$ cat config.mk
export PLATFORM = sky130hd
export DESIGN_NAME = gesp_ctrl
export DESIGN_NICKNAME = d
export VERILOG_FILES = /design/src/sv/gesp_pkg.sv /design/src/sv/gesp_ctrl.sv
export SDC_FILE = /design/constraint.sdc
export NUM_CORES = 1
export LEC_CHECK = 0
export ABC_AREA = 1
export CAP_MARGIN = 20
export CORE_MARGIN = 8
export CORE_UTILIZATION = 60
export DETAILED_ROUTE_END_ITERATION = 10
export DONT_BUFFER_PORTS = 1
export PLACE_DENSITY = 0.76
export SLEW_MARGIN = 0
export SYNTH_ARGS = -nofsm -noshare
export SYNTH_HDL_FRONTEND = slang
export SYNTH_SLANG_ARGS = --single-unit
export TNS_END_PERCENT = 10
$ cat constraint.sdc
create_clock -name clk -period 3.2 [get_ports clk]
set_input_delay 0.32 -clock clk [delete_from_list [all_inputs] [get_ports clk]]
set_output_delay 0.32 -clock clk [all_outputs]
set_load 0.02 [all_outputs]
$ cat src/sv/gesp_pkg.sv
// Shared constants, command/status types and fixed-point helpers for the solver.
`timescale 1ns / 1ps
package gesp_pkg;

    localparam int ORDER  = 4;
    localparam int DW     = 32;
    localparam int FB     = 16;
    localparam int QW     = DW + FB;
    localparam int IDX_W  = $clog2(ORDER);
    localparam int COL_W  = $clog2(ORDER + 1);
    localparam int ADDR_W = IDX_W + COL_W;
    localparam int CNT_W  = $clog2(QW);

    localparam logic [IDX_W-1:0] LAST_IDX = IDX_W'(ORDER - 1);
    localparam logic [IDX_W-1:0] PEN_IDX  = IDX_W'(ORDER - 2);
    localparam logic [COL_W-1:0] RHS_COL  = COL_W'(ORDER);

    localparam logic signed [DW-1:0] VMAX = {1'b0, {(DW-1){1'b1}}};
    localparam logic signed [DW-1:0] VMIN = {1'b1, {(DW-1){1'b0}}};

    // datapath operations
    localparam logic [4:0] OP_NOP     = 5'd0;
    localparam logic [4:0] OP_LOAD    = 5'd1;
    localparam logic [4:0] OP_COPY    = 5'd2;
    localparam logic [4:0] OP_SC_RD   = 5'd3;
    localparam logic [4:0] OP_SC_ACC  = 5'd4;
    localparam logic [4:0] OP_PV_INIT = 5'd5;
    localparam logic [4:0] OP_PV_RD   = 5'd6;
    localparam logic [4:0] OP_PV_DS   = 5'd7;
    localparam logic [4:0] OP_PV_CMP  = 5'd8;
    localparam logic [4:0] OP_SWAP    = 5'd9;
    localparam logic [4:0] OP_PROW    = 5'd10;
    localparam logic [4:0] OP_PCHK    = 5'd11;
    localparam logic [4:0] OP_EL_RD   = 5'd12;
    localparam logic [4:0] OP_EL_DS   = 5'd13;
    localparam logic [4:0] OP_EL_MW   = 5'd14;
    localparam logic [4:0] OP_EL_RN   = 5'd15;
    localparam logic [4:0] OP_EL_MUL  = 5'd16;
    localparam logic [4:0] OP_EL_SUB  = 5'd17;
    localparam logic [4:0] OP_LS_RD   = 5'd18;
    localparam logic [4:0] OP_FW_RD1  = 5'd19;
    localparam logic [4:0] OP_FW_RD2  = 5'd20;
    localparam logic [4:0] OP_FW_MUL  = 5'd21;
    localparam logic [4:0] OP_FW_SUB  = 5'd22;
    localparam logic [4:0] OP_BK_RD   = 5'd23;
    localparam logic [4:0] OP_BK_LD   = 5'd24;
    localparam logic [4:0] OP_BK_RN   = 5'd25;
    localparam logic [4:0] OP_BK_MUL  = 5'd26;
    localparam logic [4:0] OP_BK_SUB  = 5'd27;
    localparam logic [4:0] OP_BK_RP   = 5'd28;
    localparam logic [4:0] OP_BK_DS   = 5'd29;
    localparam logic [4:0] OP_BK_WR   = 5'd30;
    localparam logic [4:0] OP_CLR     = 5'd31;

    typedef struct packed {
        logic [4:0]        op;
        logic [IDX_W-1:0]  j;
        logic [IDX_W-1:0]  k;
        logic [IDX_W-1:0]  m;
        logic [IDX_W-1:0]  n;
        logic [ADDR_W-1:0] caddr;
        logic              out_ld;
    } cmd_t;

    typedef struct packed {
        logic div_done;
        logic rs_zero;
        logic wq_zero;
    } stat_t;

    function automatic logic [DW-1:0] mag(input logic signed [DW-1:0] a);
        return a[DW-1] ? DW'(0) - DW'(a) : DW'(a);
    endfunction

    function automatic logic signed [DW-1:0] abs_sat(input logic signed [DW-1:0] a);
        return (a == VMIN) ? VMAX : $signed(mag(a));
    endfunction

    // sign plus magnitude to a saturated value
    function automatic logic signed [DW-1:0] sat_mag(input logic neg,
                                                     input logic [QW-1:0] m);
        logic [QW-1:0] lim;
        lim = {{(QW-DW){1'b0}}, 1'b1, {(DW-1){1'b0}}};
        if (neg)
            return (m >= lim) ? VMIN : $signed(DW'(0) - m[DW-1:0]);
        return (m >= lim) ? VMAX : $signed(m[DW-1:0]);
    endfunction

    function automatic logic signed [DW-1:0] sat_sub(input logic signed [DW-1:0] a,
                                                     input logic signed [DW-1:0] b);
        logic signed [DW:0] d;
        d = {a[DW-1], a} - {b[DW-1], b};
        if (d[DW] != d[DW-1])
            return d[DW] ? VMIN : VMAX;
        return d[DW-1:0];
    endfunction

    function automatic logic signed [DW-1:0] fx_mul(input logic signed [DW-1:0] a,
                                                    input logic signed [DW-1:0] b);
        logic [2*DW-1:0] p;
        p = mag(a) * mag(b);
        return sat_mag(a[DW-1] ^ b[DW-1], p[FB +: QW]);
    endfunction

endpackage

$ cat src/sv/gesp_ctrl.sv
// Solver sequencer: loop counters and state machine driving the datapath.
`timescale 1ns / 1ps
module gesp_ctrl (
    input  logic                 clk,
    input  logic                 rst_n,
    input  logic                 in_valid,
    output logic                 in_ready,
    input  logic                 last,
    output logic                 out_valid,
    input  logic                 out_ready,
    input  gesp_pkg::stat_t      st,
    output gesp_pkg::cmd_t       cmd
);
    localparam int IW = gesp_pkg::IDX_W;
    localparam int AW = gesp_pkg::ADDR_W;

    localparam logic [5:0] S_IDLE  = 6'd0;
    localparam logic [5:0] S_COPY  = 6'd1;
    localparam logic [5:0] S_SCRD  = 6'd2;
    localparam logic [5:0] S_SCACC = 6'd3;
    localparam logic [5:0] S_PINIT = 6'd4;
    localparam logic [5:0] S_PRD   = 6'd5;
    localparam logic [5:0] S_PDS   = 6'd6;
    localparam logic [5:0] S_PDW   = 6'd7;
    localparam logic [5:0] S_PCMP  = 6'd8;
    localparam logic [5:0] S_SWAP  = 6'd9;
    localparam logic [5:0] S_PROW  = 6'd10;
    localparam logic [5:0] S_PCHK  = 6'd11;
    localparam logic [5:0] S_ERD   = 6'd12;
    localparam logic [5:0] S_EDS   = 6'd13;
    localparam logic [5:0] S_EDW   = 6'd14;
    localparam logic [5:0] S_EMW   = 6'd15;
    localparam logic [5:0] S_ERN   = 6'd16;
    localparam logic [5:0] S_EMUL  = 6'd17;
    localparam logic [5:0] S_ESUB  = 6'd18;
    localparam logic [5:0] S_LSRD  = 6'd19;
    localparam logic [5:0] S_LSCHK = 6'd20;
    localparam logic [5:0] S_FRD1  = 6'd21;
    localparam logic [5:0] S_FRD2  = 6'd22;
    localparam logic [5:0] S_FMUL  = 6'd23;
    localparam logic [5:0] S_FSUB  = 6'd24;
    localparam logic [5:0] S_BRD   = 6'd25;
    localparam logic [5:0] S_BLD   = 6'd26;
    localparam logic [5:0] S_BRN   = 6'd27;
    localparam logic [5:0] S_BMUL  = 6'd28;
    localparam logic [5:0] S_BSUB  = 6'd29;
    localparam logic [5:0] S_BRP   = 6'd30;
    localparam logic [5:0] S_BDS   = 6'd31;
    localparam logic [5:0] S_BDW   = 6'd32;
    localparam logic [5:0] S_BWR   = 6'd33;
    localparam logic [5:0] S_CLR   = 6'd34;
    localparam logic [5:0] S_OLD   = 6'd35;
    localparam logic [5:0] S_OSH   = 6'd36;

    logic [5:0]    state_reg, state_next;
    logic [IW-1:0] j_reg, j_next, k_reg, k_next, m_reg, m_next, n_reg, n_next;
    logic [AW-1:0] c_reg, c_next;
    logic          ov_reg, ov_next;

    always_comb
    begin
        state_next = state_reg;
        j_next = j_reg; k_next = k_reg; m_next = m_reg; n_next = n_reg;
        c_next = c_reg;
        ov_next = ov_reg;
        cmd.op = gesp_pkg::OP_NOP;
        cmd.j = j_reg; cmd.k = k_reg; cmd.m = m_reg; cmd.n = n_reg;
        cmd.caddr = c_reg;
        cmd.out_ld = 1'b0;
        unique case (state_reg)
            S_IDLE:
            begin
                if (in_valid)
                begin
                    cmd.op = gesp_pkg::OP_LOAD;
                    if (last)
                    begin
                        c_next = '0;
                        state_next = S_COPY;
                    end
                end
            end
            S_COPY:
            begin
                cmd.op = gesp_pkg::OP_COPY;
                c_next = c_reg + 1'b1;
                if (c_reg == '1)
                begin
                    j_next = '0; n_next = '0;
                    state_next = S_SCRD;
                end
            end
            S_SCRD:
            begin
                cmd.op = gesp_pkg::OP_SC_RD;
                state_next = S_SCACC;
            end
            S_SCACC:
            begin
                cmd.op = gesp_pkg::OP_SC_ACC;
                state_next = S_SCRD;
                if (n_reg == gesp_pkg::LAST_IDX)
                begin
                    n_next = '0;
                    j_next = j_reg + 1'b1;
                    if (j_reg == gesp_pkg::LAST_IDX)
                    begin
                        j_next = '0;
                        state_next = S_PINIT;
                    end
                end
                else
                    n_next = n_reg + 1'b1;
            end
            S_PINIT:
            begin
                cmd.op = gesp_pkg::OP_PV_INIT;
                k_next = j_reg;
                state_next = S_PRD;
            end
            S_PRD:
            begin
                cmd.op = gesp_pkg::OP_PV_RD;
                state_next = S_PDS;
            end
            S_PDS:
            begin
                cmd.op = gesp_pkg::OP_PV_DS;
                state_next = st.rs_zero ? S_PCMP : S_PDW;
            end
            S_PDW:
            begin
                if (st.div_done)
                    state_next = S_PCMP;
            end
            S_PCMP:
            begin
                cmd.op = gesp_pkg::OP_PV_CMP;
                if (k_reg == gesp_pkg::LAST_IDX)
                    state_next = S_SWAP;
                else
                begin
                    k_next = k_reg + 1'b1;
                    state_next = S_PRD;
                end
            end
            S_SWAP:
            begin
                cmd.op = gesp_pkg::OP_SWAP;
                state_next = S_PROW;
            end
            S_PROW:
            begin
                cmd.op = gesp_pkg::OP_PROW;
                state_next = S_PCHK;
            end
            S_PCHK:
            begin
                cmd.op = gesp_pkg::OP_PCHK;
                m_next = j_reg + 1'b1;
                state_next = st.wq_zero ? S_CLR : S_ERD;
            end
            S_ERD:
            begin
                cmd.op = gesp_pkg::OP_EL_RD;
                state_next = S_EDS;
            end
            S_EDS:
            begin
                cmd.op = gesp_pkg::OP_EL_DS;
                state_next = S_EDW;
            end
            S_EDW:
            begin
                if (st.div_done)
                    state_next = S_EMW;
            end
            S_EMW:
            begin
                cmd.op = gesp_pkg::OP_EL_MW;
                n_next = j_reg + 1'b1;
                state_next = S_ERN;
            end
            S_ERN:
            begin
                cmd.op = gesp_pkg::OP_EL_RN;
                state_next = S_EMUL;
            end
            S_EMUL:
            begin
                cmd.op = gesp_pkg::OP_EL_MUL;
                state_next = S_ESUB;
            end
            S_ESUB:
            begin
                cmd.op = gesp_pkg::OP_EL_SUB;
                if (n_reg != gesp_pkg::LAST_IDX)
                begin
                    n_next = n_reg + 1'b1;
                    state_next = S_ERN;
                end
                else if (m_reg != gesp_pkg::LAST_IDX)
                begin
                    m_next = m_reg + 1'b1;
                    state_next = S_ERD;
                end
                else if (j_reg != gesp_pkg::PEN_IDX)
                begin
                    j_next = j_reg + 1'b1;
                    state_next = S_PINIT;
                end
                else
                    state_next = S_LSRD;
            end
            S_LSRD:
            begin
                cmd.op = gesp_pkg::OP_LS_RD;
                state_next = S_LSCHK;
            end
            S_LSCHK:
            begin
                j_next = '0;
                m_next = IW'(1);
                state_next = st.wq_zero ? S_CLR : S_FRD1;
            end
            S_FRD1:
            begin
                cmd.op = gesp_pkg::OP_FW_RD1;
                state_next = S_FRD2;
            end
            S_FRD2:
            begin
                cmd.op = gesp_pkg::OP_FW_RD2;
                state_next = S_FMUL;
            end
            S_FMUL:
            begin
                cmd.op = gesp_pkg::OP_FW_MUL;
                state_next = S_FSUB;
            end
            S_FSUB:
            begin
                cmd.op = gesp_pkg::OP_FW_SUB;
                if (m_reg != gesp_pkg::LAST_IDX)
                begin
                    m_next = m_reg + 1'b1;
                    state_next = S_FRD1;
                end
                else if (j_reg != gesp_pkg::PEN_IDX)
                begin
                    j_next = j_reg + 1'b1;
                    m_next = j_reg + IW'(2);
                    state_next = S_FRD1;
                end
                else
                begin
                    k_next = gesp_pkg::LAST_IDX;
                    state_next = S_BRD;
                end
            end
            S_BRD:
            begin
                cmd.op = gesp_pkg::OP_BK_RD;
                state_next = S_BLD;
            end
            S_BLD:
            begin
                cmd.op = gesp_pkg::OP_BK_LD;
                n_next = k_reg + 1'b1;
                state_next = (k_reg == gesp_pkg::LAST_IDX) ? S_BRP : S_BRN;
            end
            S_BRN:
            begin
                cmd.op = gesp_pkg::OP_BK_RN;
                state_next = S_BMUL;
            end
            S_BMUL:
            begin
                cmd.op = gesp_pkg::OP_BK_MUL;
                state_next = S_BSUB;
            end
            S_BSUB:
            begin
                cmd.op = gesp_pkg::OP_BK_SUB;
                if (n_reg == gesp_pkg::LAST_IDX)
                    state_next = S_BRP;
                else
                begin
                    n_next = n_reg + 1'b1;
                    state_next = S_BRN;
                end
            end
            S_BRP:
            begin
                cmd.op = gesp_pkg::OP_BK_RP;
                state_next = S_BDS;
            end
            S_BDS:
            begin
                cmd.op = gesp_pkg::OP_BK_DS;
                state_next = S_BDW;
            end
            S_BDW:
            begin
                if (st.div_done)
                    state_next = S_BWR;
            end
            S_BWR:
            begin
                cmd.op = gesp_pkg::OP_BK_WR;
                if (k_reg == '0)
                    state_next = S_OLD;
                else
                begin
                    k_next = k_reg - 1'b1;
                    state_next = S_BRD;
                end
            end
            S_CLR:
            begin
                cmd.op = gesp_pkg::OP_CLR;
                k_next = '0;
                state_next = S_OLD;
            end
            S_OLD:
            begin
                cmd.k = '0;
                cmd.out_ld = 1'b1;
                k_next = '0;
                ov_next = 1'b1;
                state_next = S_OSH;
            end
            S_OSH:
            begin
                if (out_ready)
                begin
                    if (k_reg == gesp_pkg::LAST_IDX)
                    begin
                        ov_next = 1'b0;
                        state_next = S_IDLE;
                    end
                    else
                    begin
                        k_next = k_reg + 1'b1;
                        cmd.k = k_reg + 1'b1;
                        cmd.out_ld = 1'b1;
                    end
                end
            end
            default:
            begin
                state_next = S_IDLE;
                ov_next = 1'b0;
            end
        endcase
    end

    always_ff @(posedge clk or negedge rst_n)
    begin
        if (!rst_n)
        begin
            state_reg <= S_IDLE;
            j_reg <= '0; k_reg <= '0; m_reg <= '0; n_reg <= '0;
            c_reg <= '0;
            ov_reg <= 1'b0;
        end
        else
        begin
            state_reg <= state_next;
            j_reg <= j_next; k_reg <= k_next; m_reg <= m_next; n_reg <= n_next;
            c_reg <= c_next;
            ov_reg <= ov_next;
        end
    end

    assign in_ready  = (state_reg == S_IDLE);
    assign out_valid = ov_reg;
endmodule

==> summary.md <==
| Metric | Value |
|---|---|
| CP required | `~2.9 ns` |
| Vias | `2876` |
| Post-synthesis simple-gate area fraction | `0.5432` |
| Most common cell in the netlist | `nand2_1` |
| Clock Pin Slew Worst Setup and Hold Paths | `about 0.090 ns` |
| Fin crit period | `about 2.6 ns` |
| Ys flop type | `dfrtp_1` |
| Clk root buf | `clkbuf_8` |
| Synth Area in XOR/XNOR | `0.003735` |
| Mapped cell area | `2345 um2` |
| Final hold violations | `0` |
| Largest family of logic cells by synthesized area | `simple AND/OR/NAND/NOR gates` |
| Critical R2R Launch | `state_reg[2]$_DFFE_PN0P_` |
| Normalized max-slew margin | `0.3634` |
| Routed WL | `~8200 um` |
| Critical path arrival | `2.31 ns` |
| Reg2Reg Capture Point | `state_reg[1]$_DFFE_PN0P_` |
| Post-synth cell types | `28` |
| Maximum fanout along the worst path | `12` |
| Crit path kind | `reg2out` |
| Antenna cells | `0` |
| Fin Setup TNS | `0 ns` |
| Pins Over Slew Limit | `0` |
| Cell Count, Final, Fillers Out | `between 400 and 500` |
| Core Region | `3716 um2` |
| Final nets | `between 400 and 500` |
| Total CTS buffers | `3` |
| Worst-margin pin slew | `approximately 0.95 ns` |
| Worst setup EP type | `primary output` |
| Footprint of the multi-input gates | `approximately 1600 um2` |
| First-pass GRT wire length | `approximately 13000 um` |
| Placer Congestion | `1.155` |
| CTS Buffer Depth | `2` |
| P&R area growth vs syn | `5.069%` |
| Seq pwr share | `0.309` |
| FF+latch count, synth | `20` |
| Clk_skew | `about 0.0037 ns` |
| Initial antenna violation count | `0` |
| Height of the die | `between 70 and 80 um` |
| Sw Ratio | `0.5226` |
| Post-Syn Area per Cell | `between 5 and 6 um2` |
| Post-Syn Nets | `440` |
| I/O pin cnt | `29` |
| Final setup vio count | `0` |
| Antenna Violating Nets Remaining | `0` |
| CP endpoint | `cmd[14]` |
| CP startpoint | `state_reg[5]$_DFFE_PN0P_` |
| Largest net degree at the start of global routing | `21` |
| Reg-to-reg slack, setup | `~0.85 ns` |
| WL per Instance | `around 17 um` |
| Hpwl dp | `~6400 um` |
| Int Pwr | `approximately 0.67 mW` |
| Fillers | `between 300 and 400` |
| PwrDens | `~570 nW/um2` |
| Die area | `slightly above 6000 um2` |
| EDFF count, synth | `0` |
| Post-Synth Adder-Cell Area | `0.05870` |
| Die Wd | `78.52 um` |
| Synth area leader | `nand2_1` |
| Worst Hold Depth | `3` |
| Total gr overflow | `0` |
| DP Cell Count | `around 470` |
| RSZ-0062 raised after global routing | `no` |
| Most frequent cells after synthesis | `nand2_1 (148), nor2_1 (65), nand3_1 (51)` |
| Clock group share of total power | `0.192` |
| Register area | `approximately 500 um2` |
| Asr flop ratio synth | `1.000` |
| CTS Sinks | `20` |
| Worst min path class | `in2reg` |
| FF-to-FF path depth | `9` |
| Lkg Pwr | `1.594 nW` |
| Vias in the first global route | `roughly 2800` |
| TritonCTS clock tree | `yes` |
| Net Switching | `around 0.73 mW` |
| Largest cells by area after synthesis | `nand2_1 (24%), dfrtp_1 (21%), nand3_1 (11%), nor2_1 (10%), inv_1 (7.7%)` |
| Detailed Routing Iterations Pass 1 | `8` |
| VDD IR max | `0.4782 mV` |
| Layout cells sized above 1 | `0.04976` |
| Comb pwr share | `0.498` |
| DR iter-0 viols | `a little under 500` |
| Cell Rows | `22` |
| Top-area cell type share of the netlist area | `0.2369` |
| Initial Utilization | `0.6310` |
| Yosys warnings | `0` |
| Sequential cell area fraction in the yosys report | `0.2134` |
| Max reg flops | `6` |
| CTS resizes | `0` |
| Complex-gate fraction of the synthesized area | `0.08485` |
| Port Buffers | `0` |
| Max-Cap Viols | `0` |
| Syn Inst Count | `approximately 420` |
| Post-DR vias/cell | `around 6` |
| Final critical-path share of the clock period | `0.8225` |
| Fmax | `between 0.3 and 0.4 GHz` |
| Clock Latency Late Sink | `~0.27 ns` |
| H-Tree Depth | `1` |
| DR DRC count | `0` |
| Tot GR Track Use | `0.2627` |
| Post-synthesis mux area share | `0` |
| Nature of the critical path startpoint | `register` |
| Run status | `finished, final reports clean` |
-- power groups by stage --
stage	Sequential [mW]	Clock, mW	Combinational [mW]
after global placement	0.438	0	0.667
after detailed placement	0.441	0	0.670
after global routing	0.444	0.275	0.775
after floorplan	0.419	0	0.514
final	0.434	0.270	0.700
after CTS	0.435	0.271	0.679
-- stage by stage --
stage                     utilization  setup slack (ns)  hold WS, ns  area [um2]  power, mW
final                          0.6630            0.5680       0.2069        2464      1.405
after global routing           0.6630            0.4091       0.2153        2464      1.494
after CTS                      0.6630            0.6427       0.2092        2464      1.385
after detailed placement       0.6411            0.9479      0.02483        2382      1.111
after global placement         0.6411            0.9277      0.02489        2382      1.105
after floorplan                     -             1.438      0.02441        2345     0.9329
-- kinds of logic after synthesis --
kind of cell | count (synthesis)
DFF | 20
buffers and inverters | 56
xor gates and xnor gates | 1
AOI/OAI and AO/OA | 34
and+or+nand+nor | 299
adders and majority gates | 11
-- worst min-delay path by stage --
stage,to,slack (ns),from
final,state_reg[3]$_DFFE_PN0P_,0.21,st[2]
after global routing,state_reg[3]$_DFFE_PN0P_,0.22,st[2]
after CTS,state_reg[3]$_DFFE_PN0P_,0.21,st[2]
after global placement,c_reg[0]$_DFFE_PN0P_,0.02,rst_n
after detailed placement,c_reg[1]$_DFFE_PN0P_,0.02,rst_n
after floorplan,c_reg[0]$_DFFE_PN0P_,0.02,rst_n
-- critical path: stages (launching register included) --
cell and delay, ns:
dfrtp_1 0.41, nor2_1 0.58, buf_4 0.29, nand3_1 0.16, nor2_1 0.30, nor3_1 0.10
nand2_1 0.20
-- placed cells by master, fill, tap and decap left out, types with 2 or more instances in the layout --
master      n
nand2_1   148
nor2_1     65
nand3_1    51
inv_1      48
dfrtp_1    20
o21ai_0    18
ha_1       11
nor3_1      9
nand4_1     9
nor2_2      7
o211ai_1    6
nand2_2     3
o22ai_1     3
clkbuf_8    3
inv_2       2
nor4_1      2
o21bai_1    2
a21oi_1     2
buf_4       2
-- repair_timing --
item | CTS | global route
hold buffers | 1 | 0
hold endpoints to repair | 20 | 0
buffers inserted | 0 | 0
-- routing by layer --
metal	GRT usage	routed length, um
met3	0.06606	924
met5	0	0
met2	0.4258	3689
met1	0.3088	3128
met4	0.1481	431
-- layout make-up --
| class | count | area share |
|---|---|---|
| Multi-Input combinational cell | 345 | 0.6572 |
| Sequential cell | 20 | 0.2031 |
| Inverter | 50 | 0.07618 |
| Tap cell | 48 | 0.02438 |
| Clock buffer | 3 | 0.01676 |
| Clock inverter | 1 | 0.01219 |
| Timing Repair Buffer | 3 | 0.01016 |
Note: power is estimated with default switching activity, not from simulation.
